==> src/ehcl_pkg.sv <==
// ============================================================================
// ehcl_pkg
// Shared types and constants for the Ethernet header classifier and MAC
// learning chain.
// ============================================================================
package ehcl_pkg;

    // Known EtherType values
    localparam logic [15:0] ET_IPV4      = 16'h0800;
    localparam logic [15:0] ET_ARP       = 16'h0806;
    localparam logic [15:0] ET_RARP      = 16'h8035;
    localparam logic [15:0] ET_IPV6      = 16'h86DD;
    localparam logic [15:0] ET_MPLS      = 16'h8847;
    localparam logic [15:0] ET_PPPOE_DIS = 16'h8863;
    localparam logic [15:0] ET_PPPOE_SES = 16'h8864;
    localparam logic [15:0] ET_VLAN      = 16'h8100;

    // Upper kind codes
    localparam logic [2:0] UK_NONE      = 3'd0;
    localparam logic [2:0] UK_ARP       = 3'd1;
    localparam logic [2:0] UK_RARP      = 3'd2;
    localparam logic [2:0] UK_MPLS      = 3'd3;
    localparam logic [2:0] UK_PPPOE_DIS = 3'd4;
    localparam logic [2:0] UK_PPPOE_SES = 3'd5;
    localparam logic [2:0] UK_VLAN      = 3'd6;

    // Network kind codes
    localparam logic [1:0] NK_NONE = 2'd0;
    localparam logic [1:0] NK_IPV4 = 2'd1;
    localparam logic [1:0] NK_IPV6 = 2'd2;

    // Link kind codes
    localparam logic LK_ETH2  = 1'b0;
    localparam logic LK_IEEE3 = 1'b1;

    // Payload offsets and header overheads
    localparam logic [4:0]  OFFSET_ETH2  = 5'd14;
    localparam logic [4:0]  OFFSET_IEEE3 = 5'd22;
    localparam logic [15:0] OVERHEAD_ETH2  = 16'd18;
    localparam logic [15:0] OVERHEAD_IEEE3 = 16'd8;

    // Reported slot number width
    localparam int unsigned SLOT_W = 6;

    // Classification result carried alongside the source lookup
    typedef struct packed {
        logic        link_kind;
        logic [2:0]  upper_kind;
        logic [1:0]  network_kind;
        logic [4:0]  payload_offset;
        logic [15:0] payload_size;
    } t_cls;

    // Lookup token that walks the cell chain
    typedef struct packed {
        logic        valid;
        logic        is_src;
        logic [47:0] key;
        logic        hit;
        logic        is_new;
        t_cls        cls;
    } t_token;

endpackage

==> src/ehcl_classify.sv <==
// ============================================================================
// ehcl_classify
// Maps the type/length and SNAP type fields to link, upper and network
// kinds, and works out the payload offset and saturated payload size.
// ============================================================================
module ehcl_classify (
    input  logic [15:0]   i_frame_length,
    input  logic [15:0]   i_ether_type,
    input  logic [15:0]   i_snap_type,
    output ehcl_pkg::t_cls o_cls
);
    import ehcl_pkg::*;

    typedef struct packed {
        logic       known;
        logic [2:0] upper;
        logic [1:0] net;
    } t_kind;

    function automatic t_kind lookup(input logic [15:0] t);
        t_kind k;
        k = '{known: 1'b1, upper: UK_NONE, net: NK_NONE};
        case (t)
            ET_IPV4:      k.net   = NK_IPV4;
            ET_ARP:       k.upper = UK_ARP;
            ET_RARP:      k.upper = UK_RARP;
            ET_IPV6:      k.net   = NK_IPV6;
            ET_MPLS:      k.upper = UK_MPLS;
            ET_PPPOE_DIS: k.upper = UK_PPPOE_DIS;
            ET_PPPOE_SES: k.upper = UK_PPPOE_SES;
            ET_VLAN:      k.upper = UK_VLAN;
            default:      k.known = 1'b0;
        endcase
        return k;
    endfunction

    t_kind w_eth;
    t_kind w_snap;

    // Classify both type fields
    assign w_eth  = lookup(i_ether_type);
    assign w_snap = lookup(i_snap_type);

    // Select framing and size the payload, saturating at zero
    always_comb begin
        if (w_eth.known) begin
            o_cls.link_kind      = LK_ETH2;
            o_cls.upper_kind     = w_eth.upper;
            o_cls.network_kind   = w_eth.net;
            o_cls.payload_offset = OFFSET_ETH2;
            o_cls.payload_size   = (i_frame_length >= OVERHEAD_ETH2) ?
                                   i_frame_length - OVERHEAD_ETH2 : 16'd0;
        end else begin
            o_cls.link_kind      = LK_IEEE3;
            o_cls.upper_kind     = w_snap.known ? w_snap.upper : UK_NONE;
            o_cls.network_kind   = w_snap.known ? w_snap.net : NK_NONE;
            o_cls.payload_offset = OFFSET_IEEE3;
            o_cls.payload_size   = (i_ether_type >= OVERHEAD_IEEE3) ?
                                   i_ether_type - OVERHEAD_IEEE3 : 16'd0;
        end
    end

endmodule

==> config.mk <==
export PLATFORM = sky130hd
export DESIGN_NAME = ehcl_classify
export DESIGN_NICKNAME = d
export VERILOG_FILES = /design/src/ehcl_pkg.sv /design/src/ehcl_classify.sv
export SDC_FILE = /design/constraint.sdc
export NUM_CORES = 1
export LEC_CHECK = 0
export ABC_CLOCK_PERIOD_IN_PS = 4900
export BUFFER_PORTS_ARGS = -buffer_cell sky130_fd_sc_hd__buf_4
export CORE_ASPECT_RATIO = 1.2
export CORE_MARGIN = 8
export CORE_UTILIZATION = 40
export DETAILED_ROUTE_END_ITERATION = 12
export MAX_ROUTING_LAYER = met4
export PLACE_DENSITY_LB_ADDON = 0.2
export SYNTH_ARGS = -nofsm -noshare
export SYNTH_HDL_FRONTEND = slang
export SYNTH_SLANG_ARGS = --single-unit
export TNS_END_PERCENT = 50
==> constraint.sdc <==
create_clock -name vclk -period 4.9
set_clock_uncertainty 0.05 [all_clocks]
set_input_delay 0.49 -clock vclk [all_inputs]
set_output_delay 0.49 -clock vclk [all_outputs]
set_load 0.005 [all_outputs]
==> impl_metrics.json, run 1 <==
{
  "status": "complete, no violations",
  "dp_hpwl_um": 3670,
  "wl_um": 4250,
  "viasPerCell": 5.51,
  "die_y_um": 78.1,
  "seq_area_um2": 0,
  "yosys_warnings": 0,
  "area_delta_synth_final_pct": 39.3,
  "layout-drive-gt1-share_pct": 28.5,
  "dr.pass1.iters": 4,
  "finalSetupViolCount": 0,
  "cp_max_fo": 16,
  "rsz0062_at_grt": "false",
  "avgSynthCellArea_um2": 6.12,
  "hold_path_class": "in -> out",
  "place_congestion": 0.929,
  "final.fill_count": 335,
  "pre_cts_ws_ns": 1.41,
  "max-cap-violations": 0,
  "drv_slew": 0,
  "tightest_slew_ns": 0.809,
  "num_io_pins": 75,
  "crit_type": "in -> out",
  "max_stage_delay_ns": 0.58,
  "synth_area_leaders": "nand2_1, mux2i_1, xor2_1",
  "start_util_pct": 42.1,
  "synth_cell_type_count": 49,
  "dieWidth_um": 67.7,
  "rows": 22,
  "fin_crit_ns": 3.53,
  "antenna_left": 0,
  "finalPower_uw": 109,
  "setup_ws_ns": 1.37,
  "setup_tns_ns": 0,
  "gr-total-overflow": 0,
  "portBuffers": 72,
  "nClkBuffers": 0,
  "cp.arrival_ns": 2.99,
  "p_leak_uw": 0.000789,
  "antenna_cells": 0,
  "synth_area_leader_cell": "nand2_1",
  "start_kind": "input pin",
  "grt_pass1_wl_um": 6930,
  "cpLargestDelayFamily": "simple AND/OR/NAND/NOR gates",
  "grt_start_max_net_pins": 17,
  "nets": 322,
  "antenna_found_initial": 0,
  "post_cts_buffers": 0,
  "min_period_over_period_pct": 72.0,
  "wl_per_cell_um": 13.9,
  "cp-end-kind": "primary output",
  "syn_inst": 210,
  "path_cells": "buf_4 -> nor3_1 -> nand3_1 -> nor3_1 -> a21oi_1 -> nand2_1 -> inv_2 -> o21ai_1 -> buf_4",
  "whs_ns": 1.30,
  "grt_usage_pct": 15.4,
  "postCtsHoldBufs": 0,
  "synth_area_um2": 1280,
  "synth.top_cell.area_share_pct": 12.0,
  "hold_viol_final": 0,
  "core_area_um2": 3060,
  "dieArea_um2": 5290,
  "critPathLaunch": "i_ether_type[14]",
  "final_cells": 306,
  "slowest_stage": "nor3_1",
  "drc": 0,
  "cts_resized": 0,
  "crit_required_ns": 4.36,
  "peakVddDrop_uv": 46.6,
  "crit_buf_inv": 3,
  "yosys-top-cells-count": "nand2_1, nor2_1, nor3_1",
  "dp.cells": 306,
  "drt-initial-drc-count": 133,
  "max_slew_margin_pct": 45.6,
  "p_per_area_nw_per_um2": 60.6,
  "synth_most_common_cell": "nand2_1",
  "hp-start": "i_frame_length[14]",
  "vias": 1685,
  "grt_pass1_vias": 1604,
  "synth-seq-area-share_pct": 0,
  "seq_cell_count": 0,
  "fmax_mhz": 284
}
-- cell type report --
cell class	count	area, um^2	share of cell area [%]
multi-input combinational	192	1180	66.0
tap	36	45.0	2.52
inverter	6	22.5	1.26
timing repair buffer	72	541	30.2
-- final timing paths --
kind	slack, ns	to	cells after the start
setup / recovery	1.37	o_cls[12]	9
hold / removal	1.30	o_cls[14]	4
-- cells by family after synthesis --
| logic type | synth area share [%] |
|---|---|
| AO/OA/AOI/OAI | 17.1 |
| XOR/XNOR | 12.3 |
| adder cells (fa/ha/maj) | 1.95 |
| buffers and inverters | 8.28 |
| multiplexers | 9.35 |
| other | 0.584 |
| AND/OR/NAND/NOR | 50.4 |
-- layout by cell type (no fill, tap or decap), types with 2 or more instances in the layout --
cell      count
o22ai_1       2
a21oi_1       9
o21ai_1       2
buf_4        72
and3_1        3
or4_4         2
nor2_1       19
or3_1         2
o32ai_1       2
conb_1        3
mux2i_1      12
nand2_1      41
o21ai_0       4
nor3_1       14
nor4b_1       4
ha_1          2
inv_1         5
or4_1         3
nor4_1        9
nand4b_1      3
xnor2_1       7
xor2_1       11
nand3_1      10
nand4_1       2
nand2b_1      6
-- worst min-delay path, cell delays in order --
cell and delay (ns):
buf_4 0.09, mux2i_1 0.05, o21bai_1 0.12, buf_4 0.11
-- per-stage QoR --
step	area [um^2]	utilization, %
2_1_floorplan	1290	-
3_3_place_gp	1790	58.6
3_5_place_dp	1790	58.6
4_1_cts	1790	58.6
5_1_grt	1790	58.6
6_report	1790	58.6
-- per-layer routing --
| metal | share of wire (%) | track usage (%) |
|---|---|---|
| met2 | 47 | 25.5 |
| met3 | 7.0 | 0.994 |
| met1 | 46 | 20.9 |
| met5 | 0 | - |
| met4 | 0 | 0.629 |
-- power by group --
part           switching [uW]  internal, uW  total [uW]
clock network               0             0           0
registers                   0             0           0
logic                    51.4          57.2         109
total                    51.4          57.2         109
(Power assumes the default switching activity.)
==> inputs of run 2 (changes only) <==
ABC_AREA = 1   (was unset)
ABC_CLOCK_PERIOD_IN_PS = 3000   (was 4900)
clock period = 3 ns   (was 4.9 ns; I/O delays follow)
==> impl_metrics.json, run 2 <==
{
  "status": "complete, no violations",
  "met3_length_um": 302,
  "synth_area_leaders": "nand2_1, nor2_1, nand3_1",
  "seq_cell_count": 0,
  "synth_area_leader_cell": "nand2_1",
  "synth_area_um2": 1650,
  "rows": 25,
  "grt_pass1_wl_um": 8810,
  "critPathLaunch": "i_frame_length[1]",
  "antenna_left": 0,
  "core_area_um2": 3940,
  "antenna_cells": 0,
  "synth-seq-area-share_pct": 0,
  "dieWidth_um": 74.7,
  "highest_layer": "met4",
  "p_per_area_nw_per_um2": 92.6,
  "num_io_pins": 75,
  "final_util_pct": 55.7,
  "cts_resized": 0,
  "setup_tns_ns": 0,
  "finalPower_uw": 203,
  "start_util_pct": 41.9,
  "nets": 448,
  "hold_viol_final": 0,
  "wl_per_cell_um": 12.0,
  "die_y_um": 86.4,
  "drt-initial-drc-count": 70,
  "cp_max_fo": 5,
  "post_cts_buffers": 0,
  "final_cell_mix": "nand2_1, buf_4, nor2_1, nand3_1, inv_1",
  "place_congestion": 0.976,
  "grt_usage_pct": 16.6,
  "antenna_found_initial": 0,
  "gr-total-overflow": 0,
  "cp.arrival_ns": 1.84,
  "whs_ns": 0.871,
  "max-cap-violations": 0,
  "yosys-top-cells-count": "nand2_1, nor2_1, nand3_1",
  "peakVddDrop_uv": 60.3,
  "final_common_cell": "nand2_1",
  "crit_required_ns": 2.65,
  "hp-start": "i_frame_length[0]",
  "p_leak_uw": 0.00115,
  "grt_start_max_net_pins": 21,
  "seq_area_um2": 0,
  "grt_pass1_vias": 2161,
  "min_period_over_period_pct": 73.0,
  "synth_cell_type_count": 26,
  "nClkBuffers": 0,
  "hold_path_depth": 4,
  "synth_most_common_cell": "nand2_1",
  "fin_crit_ns": 2.19,
  "portBuffers": 72,
  "avgSynthCellArea_um2": 4.99,
  "drc": 0,
  "vias": 2215,
  "area_delta_synth_final_pct": 32.7,
  "syn_inst": 331,
  "dieArea_um2": 6450,
  "synth.top_cell.area_share_pct": 19.8,
  "cp-end-kind": "primary output",
  "dp_hpwl_um": 4770,
  "viasPerCell": 4.92,
  "wl_met1_um": 2170,
  "postCtsHoldBufs": 0,
  "rsz0062_at_grt": "false",
  "finalSetupViolCount": 0,
  "start_kind": "input pin",
  "wl_met2_um": 2770,
  "drv_slew": 0,
  "yosys_warnings": 0,
  "fmax_mhz": 457,
  "wl_um": 5380,
  "layout-drive-gt1-share_pct": 29.3,
  "hold_path_class": "in -> out",
  "crit_type": "in -> out",
  "dr.pass1.iters": 4
}
run 2: changes by cell type after synthesis, moves of 6 or more:
cell / before / now
nor3_1: 14 / 6
nand2_2: 0 / 13
inv_1: 5 / 36
a21oi_1: 9 / 3
nor2_2: 0 / 10
nand2_1: 41 / 87
nor2_1: 19 / 66
nand3b_1: 0 / 6
nand3_1: 10 / 43
mux2i_1: 12 / 0
nand2b_1: 6 / 0
nor4_1: 9 / 2
nor2_4: 0 / 7
run 2: path summary, 6_finish.rpt:
kind   endpoint  slack, ns
max   o_cls[13]       0.81
min    o_cls[0]       0.87
run 2: metrics by stage:
step / worst slack (ns) / instances / cell area [um^2]
2_1_floorplan: 1.26 / 332 / 1660
3_3_place_gp: 0.802 / 450 / 2190
3_5_place_dp: 0.795 / 450 / 2190
4_1_cts: 0.794 / 450 / 2190
5_1_grt: 0.550 / 450 / 2190
6_report: 0.810 / 450 / 2190
run 2: critical path: stages:
cell,delay [ns]
buf_4,0.11
inv_1,0.08
ha_1,0.16
nand2_1,0.07
nand2_1,0.12
nand3_1,0.12
nor2_1,0.30
nand2_1,0.08
nand2_1,0.07
nand2_1,0.07
nor2_1,0.11
nand2_2,0.07
o21ai_2,0.07
buf_4,0.12
run 2: logic make-up (layout without fill, tap and decap cells):
kind of cell,Yosys count,in the layout,share of synthesized area [%]
xor+xnor,16,16,8.48
fa+ha+maj,2,2,1.51
simple gates,250,250,71.0
other cells,2,3,0.454
compound gates,13,13,5.15
buf+inv,48,112,13.4
run 2: final cells by class:
| class | count | area [um^2] |
|---|---|---|
| Tap cell | 54 | 67.6 |
| Timing Repair Buffer | 72 | 541 |
| Inverter | 40 | 150 |
| Multi-Input combinational cell | 284 | 1440 |
| Fill cell | 468 | 1750 |
run 2: power breakdown:
group          switching [uW]  total, uW  internal (uW)
Sequential                  0          0              0
Combinational             105        203           98.4
Clock                       0          0              0
Total                     105        203           98.4
run 2: metal layers:
metal,GRT usage [%],up-vias
li1,-,1167
met1,17.0,962
met4,3.93,0
met5,-,-
met3,2.08,18
met2,31.9,68
