<file path="config.mk">
export PLATFORM = sky130hd
export DESIGN_NAME = ehcl_cell
export DESIGN_NICKNAME = d
export VERILOG_FILES = /design/src/ehcl_pkg.sv /design/src/ehcl_cell.sv
export SDC_FILE = /design/constraint.sdc
export NUM_CORES = 1
export LEC_CHECK = 0
export ABC_AREA = 0
export BUFFER_PORTS_ARGS = -buffer_cell sky130_fd_sc_hd__buf_2
export CAP_MARGIN = 40
export CORE_ASPECT_RATIO = 0.7
export CORE_MARGIN = 2
export CORE_UTILIZATION = 50
export CTS_CLUSTER_DIAMETER = 40
export DETAILED_ROUTE_END_ITERATION = 7
export GPL_ROUTABILITY_DRIVEN = 0
export MAX_ROUTING_LAYER = met4
export PLACE_DENSITY = 0.88
export SETUP_SLACK_MARGIN = 0.02
export SLEW_MARGIN = 10
export SYNTH_ARGS = -nofsm -noshare
export SYNTH_HDL_FRONTEND = slang
export SYNTH_SLANG_ARGS = --single-unit
export TNS_END_PERCENT = 1
</file>
<file path="constraint.sdc">
create_clock -name i_clk -period 3.5 [get_ports i_clk]
set_clock_uncertainty 0.2 [all_clocks]
set_input_delay 0.175 -clock i_clk [delete_from_list [all_inputs] [get_ports i_clk]]
set_output_delay 0.175 -clock i_clk [all_outputs]
set_load 0.005 [all_outputs]
</file>
<file path="src/ehcl_pkg.sv">
// ============================================================================
// ehcl_pkg
// Shared types and constants for the Ethernet header classifier and MAC
// learning chain.
// ============================================================================
package ehcl_pkg;

    // Known EtherType values
    localparam logic [15:0] ET_IPV4      = 16'h0800;
    localparam logic [15:0] ET_ARP       = 16'h0806;
    localparam logic [15:0] ET_RARP      = 16'h8035;
    localparam logic [15:0] ET_IPV6      = 16'h86DD;
    localparam logic [15:0] ET_MPLS      = 16'h8847;
    localparam logic [15:0] ET_PPPOE_DIS = 16'h8863;
    localparam logic [15:0] ET_PPPOE_SES = 16'h8864;
    localparam logic [15:0] ET_VLAN      = 16'h8100;

    // Upper kind codes
    localparam logic [2:0] UK_NONE      = 3'd0;
    localparam logic [2:0] UK_ARP       = 3'd1;
    localparam logic [2:0] UK_RARP      = 3'd2;
    localparam logic [2:0] UK_MPLS      = 3'd3;
    localparam logic [2:0] UK_PPPOE_DIS = 3'd4;
    localparam logic [2:0] UK_PPPOE_SES = 3'd5;
    localparam logic [2:0] UK_VLAN      = 3'd6;

    // Network kind codes
    localparam logic [1:0] NK_NONE = 2'd0;
    localparam logic [1:0] NK_IPV4 = 2'd1;
    localparam logic [1:0] NK_IPV6 = 2'd2;

    // Link kind codes
    localparam logic LK_ETH2  = 1'b0;
    localparam logic LK_IEEE3 = 1'b1;

    // Payload offsets and header overheads
    localparam logic [4:0]  OFFSET_ETH2  = 5'd14;
    localparam logic [4:0]  OFFSET_IEEE3 = 5'd22;
    localparam logic [15:0] OVERHEAD_ETH2  = 16'd18;
    localparam logic [15:0] OVERHEAD_IEEE3 = 16'd8;

    // Reported slot number width
    localparam int unsigned SLOT_W = 6;

    // Classification result carried alongside the source lookup
    typedef struct packed {
        logic        link_kind;
        logic [2:0]  upper_kind;
        logic [1:0]  network_kind;
        logic [4:0]  payload_offset;
        logic [15:0] payload_size;
    } t_cls;

    // Lookup token that walks the cell chain
    typedef struct packed {
        logic        valid;
        logic        is_src;
        logic [47:0] key;
        logic        hit;
        logic        is_new;
        t_cls        cls;
    } t_token;

endpackage

</file>
<file path="src/ehcl_cell.sv">
// ============================================================================
// ehcl_cell
// One slot of the MAC learning chain: holds one address, matches a passing
// token against it, or claims the token's address when the slot is free.
// ============================================================================
module ehcl_cell #(
    parameter int unsigned IDX_W      = 6,
    parameter logic [IDX_W-1:0] CELL_INDEX = '0
) (
    input  logic                i_clk,
    input  logic                i_rst_n,
    input  logic                i_en,
    input  ehcl_pkg::t_token    i_tok,
    input  logic [IDX_W-1:0]    i_idx,
    output ehcl_pkg::t_token    o_tok,
    output logic [IDX_W-1:0]    o_idx
);
    import ehcl_pkg::*;

    logic [47:0]      r_mac;
    logic             r_occ;
    t_token           r_tok;
    logic [IDX_W-1:0] r_idx;

    t_token           n_tok;
    logic [IDX_W-1:0] n_idx;
    logic             n_write;

    // Match against the stored address, or claim the first free slot
    always_comb begin
        n_tok   = i_tok;
        n_idx   = i_idx;
        n_write = 1'b0;
        if (i_tok.valid && !i_tok.hit) begin
            if (r_occ) begin
                if (r_mac == i_tok.key) begin
                    n_tok.hit = 1'b1;
                    n_idx     = CELL_INDEX;
                end
            end else begin
                n_tok.hit    = 1'b1;
                n_tok.is_new = 1'b1;
                n_idx        = CELL_INDEX;
                n_write      = 1'b1;
            end
        end
    end

    // Advance the token and mark the slot taken
    always_ff @(posedge i_clk) begin
        if (!i_rst_n) begin
            r_occ <= 1'b0;
            r_tok <= '0;
        end else if (i_en) begin
            r_tok <= n_tok;
            if (n_write) begin
                r_occ <= 1'b1;
            end
        end
    end

    // Slot address and token index need no reset
    always_ff @(posedge i_clk) begin
        if (i_en) begin
            r_idx <= n_idx;
            if (n_write) begin
                r_mac <= i_tok.key;
            end
        end
    end

    assign o_tok = r_tok;
    assign o_idx = r_idx;

endmodule
</file>
==> run summary, run 1 <==
- **run status** finished clean
- **area used by multi-input combinational logic** 1880 um2
- **routed wirelength normalized by instance count** 15.6 um
- **worst endpoint data arrival time** 2.51 ns
- **Pleak** 3.46 nW
- **count of standard-cell rows** 31
- **final non-filler cell area** 7640 um2
- **final net count** 743
- **sequential-to-total area share from yosys stat** 62.0%
- **cell area after synthesis** 5200 um2
- **DPL Wire Length** 7.62 mm
- **die boundary width** 126 um
- **TritonCTS buffer count** 17
- **fill count** 644
- **Max rail drop VDD** 330 uV
- **Crit path depth** 8
- **worst-path cell chain** dlygate4sd3_1 -> buf_2 -> xor2_1 -> nor4_1 -> nand4_1 -> nor4_1 -> a21oi_2 -> and2_1
- **setup violation total in the final timing report** 0
- **Antenna Nets Post-Route** 0
- **launching element of the worst setup path** i_tok[60]
- **final critical path time including I/O delays and setup** 2.56 ns
- **CTS tree** built
- **PD cells** 512 nW/um2
- **height of the die** 89.3 um
- **number of instances in the synthesized netlist** 392
- **clock root buffer master** clkbuf_16
- **global-route wire length before repair** 19.7 mm
- **number of DRC violations after detailed routing** 0
- **CTS HTree Levels** 4
- **headroom to the max-slew limit** 49.9%
- **port buffer count** 172
- **drt first-iter violations** 200
- **type of the worst setup path** in2reg
- **area share of xor/xnor cells in the synthesized design** 7.07%
- **number of warning messages in the yosys log** 0
- **synthesized area per cell** 13.3 um2
- **most used cell along the critical path** nor4_1
- **number of buffer and inverter instances along the worst setup path** 2
- **Die Footprint** 11200 um2
- **cell family with the largest share of critical-path delay** simple AND/OR/NAND/NOR gates
- **post-synthesis adder-cell area fraction** 0%
- **final worst-path cycle share** 73.0%
- **min setup slack post-route** 0.944 ns
- **top-level port count** 173
- **Worst R2R Setup Slack** 1.01 ns
- **instance area at placement** 6190 um2
- **reg2reg start** r_mac[27]
- **share of the synthesized area in compound gates (AO/OA/AOI/OAI)** 2.00%
- **fraction of layout instances using a drive strength above 1** 31.7%
- **reg-to-reg critical path endpoint** o_idx[3]
- **Tot GR Track Use** 23.2%
- **Max Clk Rate** 391 MHz
- **Worst Reg2Reg Path Length in Cells** 6
- **final WL** 12.5 mm
- **postcts setup bufs** 0
- **portion of netlist area occupied by mux cells** 14.8%
- **final-report max-slew violation count** 0
- **number of enable flip-flop cells after synthesis** 54
- **placeable core region** 10200 um2
- **final count of hold timing violations** 0
- **Worst-path clk slew** 0.05 ns
- **simple-gate area share of the yosys netlist** 12.2%
- **asr flop ratio synth** 0%
- **maxcap violations** 0
- **kind of start point of the critical path** primary input
- **Max Root-Sink Buffers** 2
- **minimum setup slack after placement** 1.02 ns
- **dominant combinational cell family by area after synthesis** multiplexers
- **endpoint kind of the worst setup timing path** flop
- **sum of internal, switching and leakage power** 3.91 mW
- **Max stage delay cell, worst path** dlygate4sd3_1
- **routed vias/inst** 4.84
- **final total negative setup slack** 0 ns
- **CP Data Required Time** 3.46 ns
- **global route overflow** 0
- **pin count of the biggest net entering global routing** 46
- **slowest stage delay, CP** 0.54 ns
- **DR pass1 iterations** 4
- **highest fanout seen on the critical path** 7
- **transition time at the pin with the least slew margin** 0.752 ns
- **setup repair after global routing missed its margin** false
- **number of synthesized register bits** 134
- **worst-skew pair later-pin latency** 0.40 ns
- **dominant synthesized flop cell** dfxtp_1
- **Initial Utilization** 50.8%
- **post-synth cell types** 27
- **number of antenna violations at the first check in global routing** 0
- **number of global-route vias before repair** 4069
- **FF/Latch Area** 3220 um2
- **Final Core Density** 74.6%
- **n_diodes** 0
- **synth-to-layout area growth** 47.0%
- **syn_nets** 480
- **worst setup path end** o_idx[3]
- **via count** 3874
- **path category of the worst min-delay check** in2reg
- **clock sink count** 134
metal layers:
layer  vias to the layer above  share of wire (%)  global-route usage, %
met3                        21                5.5                   5.63
met4                         0                1.6                   9.59
met1                      1841                 43                   26.5
met5                         -                  0                      -
met2                       130                 50                   40.1
li1                       1882                  -                      -
stage by stage:
| stage | hold slack, ns | std cells |
|---|---|---|
| 4_1_cts | 0.113 | 800 |
| 6_report | 0.128 | 800 |
| 5_1_grt | 0.141 | 800 |
| 3_3_place_gp | 0.194 | 683 |
| 2_1_floorplan | 0.0739 | 392 |
| 3_5_place_dp | 0.197 | 683 |
power by group:
part | internal, mW | switching [mW] | total, mW
Clock | 1.12 | 0.637 | 1.76
Sequential | 1.70 | 0.0359 | 1.74
Combinational | 0.227 | 0.183 | 0.410
synthesized netlist by cell type (2+ instances only):
cell      number  area share (%)
mux2i_1       77              15
clkbuf_1      10            0.72
nor4_1         9             1.1
o22ai_1        2            0.24
buf_2          7            0.67
inv_1          6            0.43
nor2b_1       77             9.3
xor2_1        38             6.4
xnor2_1        4            0.67
and2_1         7            0.84
nor2_1         3            0.22
a221oi_1       2            0.34
dfxtp_1       80              31
nand4_1        3            0.36
edfxtp_1      54              31
o21ai_0        2            0.19
cell type report:
class / instances / share of cell area (%)
tap: 132 / 2.16
timing repair buffer: 261 / 22.8
multi-input combinational: 234 / 24.6
clock inverter: 10 / 1.13
inverter: 7 / 0.344
sequential: 134 / 42.2
clock buffer: 22 / 6.78
cells by family (layout without fill, tap and decap cells):
logic type / Yosys count / count (layout)
buffers and inverters: 24 / 300
flip-flops: 134 / 134
AO/OA/AOI/OAI: 12 / 12
XOR/XNOR: 42 / 42
multiplexers: 77 / 77
AND/OR/NAND/NOR: 103 / 103
state kept, by name, summed over array words and instances, names as in the netlist:
| name | cells |
|---|---|
| o_tok | 79 |
| r_occ | 1 |
| o_idx | 6 |
| r_mac | 48 |
cells in the final DEF (no fill, tap or decap), drive strengths merged, types with 4 or more instances in the layout:
cell / instances
xnor2: 4
buf: 176
edfxtp: 54
dfxtp: 80
and2: 7
nor2b: 77
nor4: 9
inv: 11
mux2i: 77
dlygate4sd3: 85
clkinv: 5
xor2: 38
clkbuf: 22
repair_timing:
item | CTS | global route
hold buffers | 85 | 0
endpoints found under the hold margin | 133 | 0
resized for setup | 0 | 0
worst min path at each step:
stage | cells after the start | start | endpoint
finish | 2 | i_rst_n | r_occ
global route | 2 | i_rst_n | r_occ
CTS | 2 | i_rst_n | r_occ
detailed placement | 1 | i_tok[56] | r_mac[27]
global placement | 1 | i_tok[76] | r_mac[47]
floorplan | 0 | i_tok[29] | r_mac[0]
(Power assumes the default switching activity.)
==> inputs of run 2 (changes only) <==
==> constraint.sdc (replaced) <==
create_clock -name i_clk -period 2.6 [get_ports i_clk]
set_clock_uncertainty 0.2 [all_clocks]
set_input_delay 0.13 -clock i_clk [delete_from_list [all_inputs] [get_ports i_clk]]
set_output_delay 0.13 -clock i_clk [all_outputs]
set_load 0.005 [all_outputs]
==> run 2 against run 1 <==
- critical endpoint is now o_idx[5]
- worst hold slack got worse by 0.031 ns
- non-clock buffer count rose by 4
- highest routed layer unchanged
- power rose by 30%
- largest power group is now sequential cells
- critical path type unchanged
- routed wire length rose by 1.2%
- first-iteration DRC count rose by 8.5%
==> run summary, run 2 (synthesis gave the netlist of run 1 again) <==
- **CTS tree** built
- **fraction of layout instances using a drive strength above 1** 31.0%, -0.78 points
- **Die Footprint** 11200 um2, unchanged
- **transition time at the pin with the least slew margin** 0.652 ns, -0.100 ns
- **Worst-path clk slew** 0.06 ns, about the same
- **leading cell type in the layout, fill and taps excluded** buf_2
- **reg-to-reg critical path endpoint** o_idx[5]
- **DPL Wire Length** 7.68 mm, +0.83%
- **port buffer count** 172, unchanged
- **clock root buffer master** clkbuf_16
- **Initial Utilization** 50.8%, unchanged
- **reg2reg start** r_mac[27]
- **cell family with the largest share of critical-path delay** simple AND/OR/NAND/NOR gates
- **worst-path cell chain** dlygate4sd3_1 -> buf_2 -> xor2_1 -> nor4_1 -> nand4_1 -> nor4_2 -> a21oi_2 -> and2_1
- **final WL** 12.6 mm, +1.2%
- **Max rail drop VDD** 530 uV, +61%
- **maxcap violations** 0, unchanged
- **highest fanout seen on the critical path** 7, unchanged
- **Max Root-Sink Buffers** 2, unchanged
- **synth-to-layout area growth** 47.4%
- **worst-skew pair later-pin latency** 0.40 ns, about the same
- **final worst-path cycle share** 88.7%
- **run status** finished clean
- **TritonCTS buffer count** 17, unchanged
- **Worst R2R Setup Slack** 0.34 ns, -0.67 ns
- **Post-Place Cells** 683, unchanged
- **via count** 3886, +0.31%
- **slowest stage delay, CP** 0.53 ns, about the same
- **endpoint kind of the worst setup timing path** flop
- **worst endpoint data arrival time** 2.26 ns, -0.25 ns
- **setup repair after global routing missed its margin** false
- **kind of start point of the critical path** primary input
- **headroom to the max-slew limit** 56.6%, +6.7 points
- **type of the worst setup path** in2reg
- **global-route wire length before repair** 19.8 mm, +0.67%
- **DR pass1 iterations** 6, +2
- **Tot GR Track Use** 23.5%, +0.29 points
- **Worst Reg2Reg Path Length in Cells** 6, unchanged
- **min setup slack post-route** 0.293 ns, -0.651 ns
- **Max stage delay cell, worst path** dlygate4sd3_1
- **count of standard-cell rows** 31, unchanged
- **CTS HTree Levels** 4, unchanged
- **clock sink count** 134, unchanged
- **Max Clk Rate** 433 MHz
- **highest-count cells in the layout ignoring fill and taps** buf_2, dlygate4sd3_1, dfxtp_1, mux2i_1, nor2b_1
- **count of non-filler cells in the finished layout** 804, +0.50%
- **minimum setup slack after placement** 0.114 ns, -0.902 ns
- **routed wirelength normalized by instance count** 15.7 um, +0.67%
- **number of buffer and inverter instances along the worst setup path** 2, unchanged
- **Antenna Nets Post-Route** 0, unchanged
- **launching element of the worst setup path** i_tok[56]
- **postcts setup bufs** 0, unchanged
- **setup violation total in the final timing report** 0, unchanged
- **final count of hold timing violations** 0, unchanged
- **top-level port count** 173, unchanged
- **global route overflow** 0, unchanged
- **instance area at placement** 6210 um2, +0.40%
- **PD cells** 665 nW/um2, +30%
- **pin count of the biggest net entering global routing** 50, +8.7%
- **path category of the worst min-delay check** in2reg
- **n_diodes** 0, unchanged
- **drt first-iter violations** 217, +8.5%
- **die boundary width** 126 um, unchanged
- **routed vias/inst** 4.83, -0.19%
- **number of antenna violations at the first check in global routing** 0, unchanged
- **final net count** 747, +0.54%
- **Crit path depth** 8, unchanged
- **number of global-route vias before repair** 4017, -1.3%
- **placeable core region** 10200 um2, unchanged
- **smallest hold slack** 0.0973 ns, -0.0310 ns
- **final non-filler cell area** 7670 um2, +0.31%
- **final critical path time including I/O delays and setup** 2.31 ns
- **max reg flops** 79, unchanged
- **CP Data Required Time** 2.55 ns, -0.91 ns
- **final-report max-slew violation count** 0, unchanged
- **height of the die** 89.3 um, unchanged
- **worst setup path end** o_idx[5]
- **final total negative setup slack** 0 ns, unchanged
- **Pleak** 3.45 nW, -0.18%
- **number of DRC violations after detailed routing** 0, unchanged
[run 2: report_power, final]
part           internal, mW  total [mW]  switching, mW  leakage [nW]
Combinational         0.314       0.561          0.247          2.01
Sequential             2.30        2.34         0.0485          1.16
Clock                  1.40        2.19          0.793         0.277
[run 2: per-layer routing]
layer	GRT usage [%]	part of all wire [%]	vias up
met5	-	0	-
li1	-	-	1892
met4	8.39	1.2	0
met2	41.3	50	144
met1	27.0	44	1831
met3	5.33	5.0	19
[run 2: through the flow]
step           util, %  total power, mW
2_1_floorplan        -             2.61
3_3_place_gp      60.7             2.81
4_1_cts           74.8             5.12
3_5_place_dp      60.7             2.83
6_report          74.9             5.10
5_1_grt           74.9             5.29
[run 2: worst min path at each step]
| stage | start | endpoint | slack, ns | cells after the start |
|---|---|---|---|---|
| 2_1_floorplan | i_tok[29] | r_mac[0] | 0.03 | 0 |
| 3_3_place_gp | i_tok[31] | r_mac[2] | 0.15 | 1 |
| 3_5_place_dp | i_tok[72] | r_mac[43] | 0.15 | 1 |
| 4_1_cts | i_rst_n | r_occ | 0.08 | 2 |
| 5_1_grt | i_rst_n | r_occ | 0.13 | 2 |
| 6_report | i_rst_n | r_occ | 0.1 | 2 |
[run 2: worst reg2reg max path, stage by stage (launching register included)]
cell      delay (ns)
edfxtp_1        0.37
xor2_1          0.15
nor4_1          0.43
nand4_1         0.16
nor4_2          0.37
a21oi_2         0.16
and2_1          0.19
[run 2: area by class of cell]
type / count / area, um2
fillers: 648 / 2570
inverters: 7 / 26.3
repair buffers: 265 / 1810
well taps: 132 / 165
clock inverters: 3 / 15.0
flip-flops and latches: 134 / 3220
clock buffers: 29 / 542
multi-input cells: 234 / 1890
[run 2: repair_timing]
item,4_1_cts,5_1_grt
hold buffers,89,0
resized for setup,0,1
endpoints found under the setup margin,0,6
hold endpoints to repair,139,0
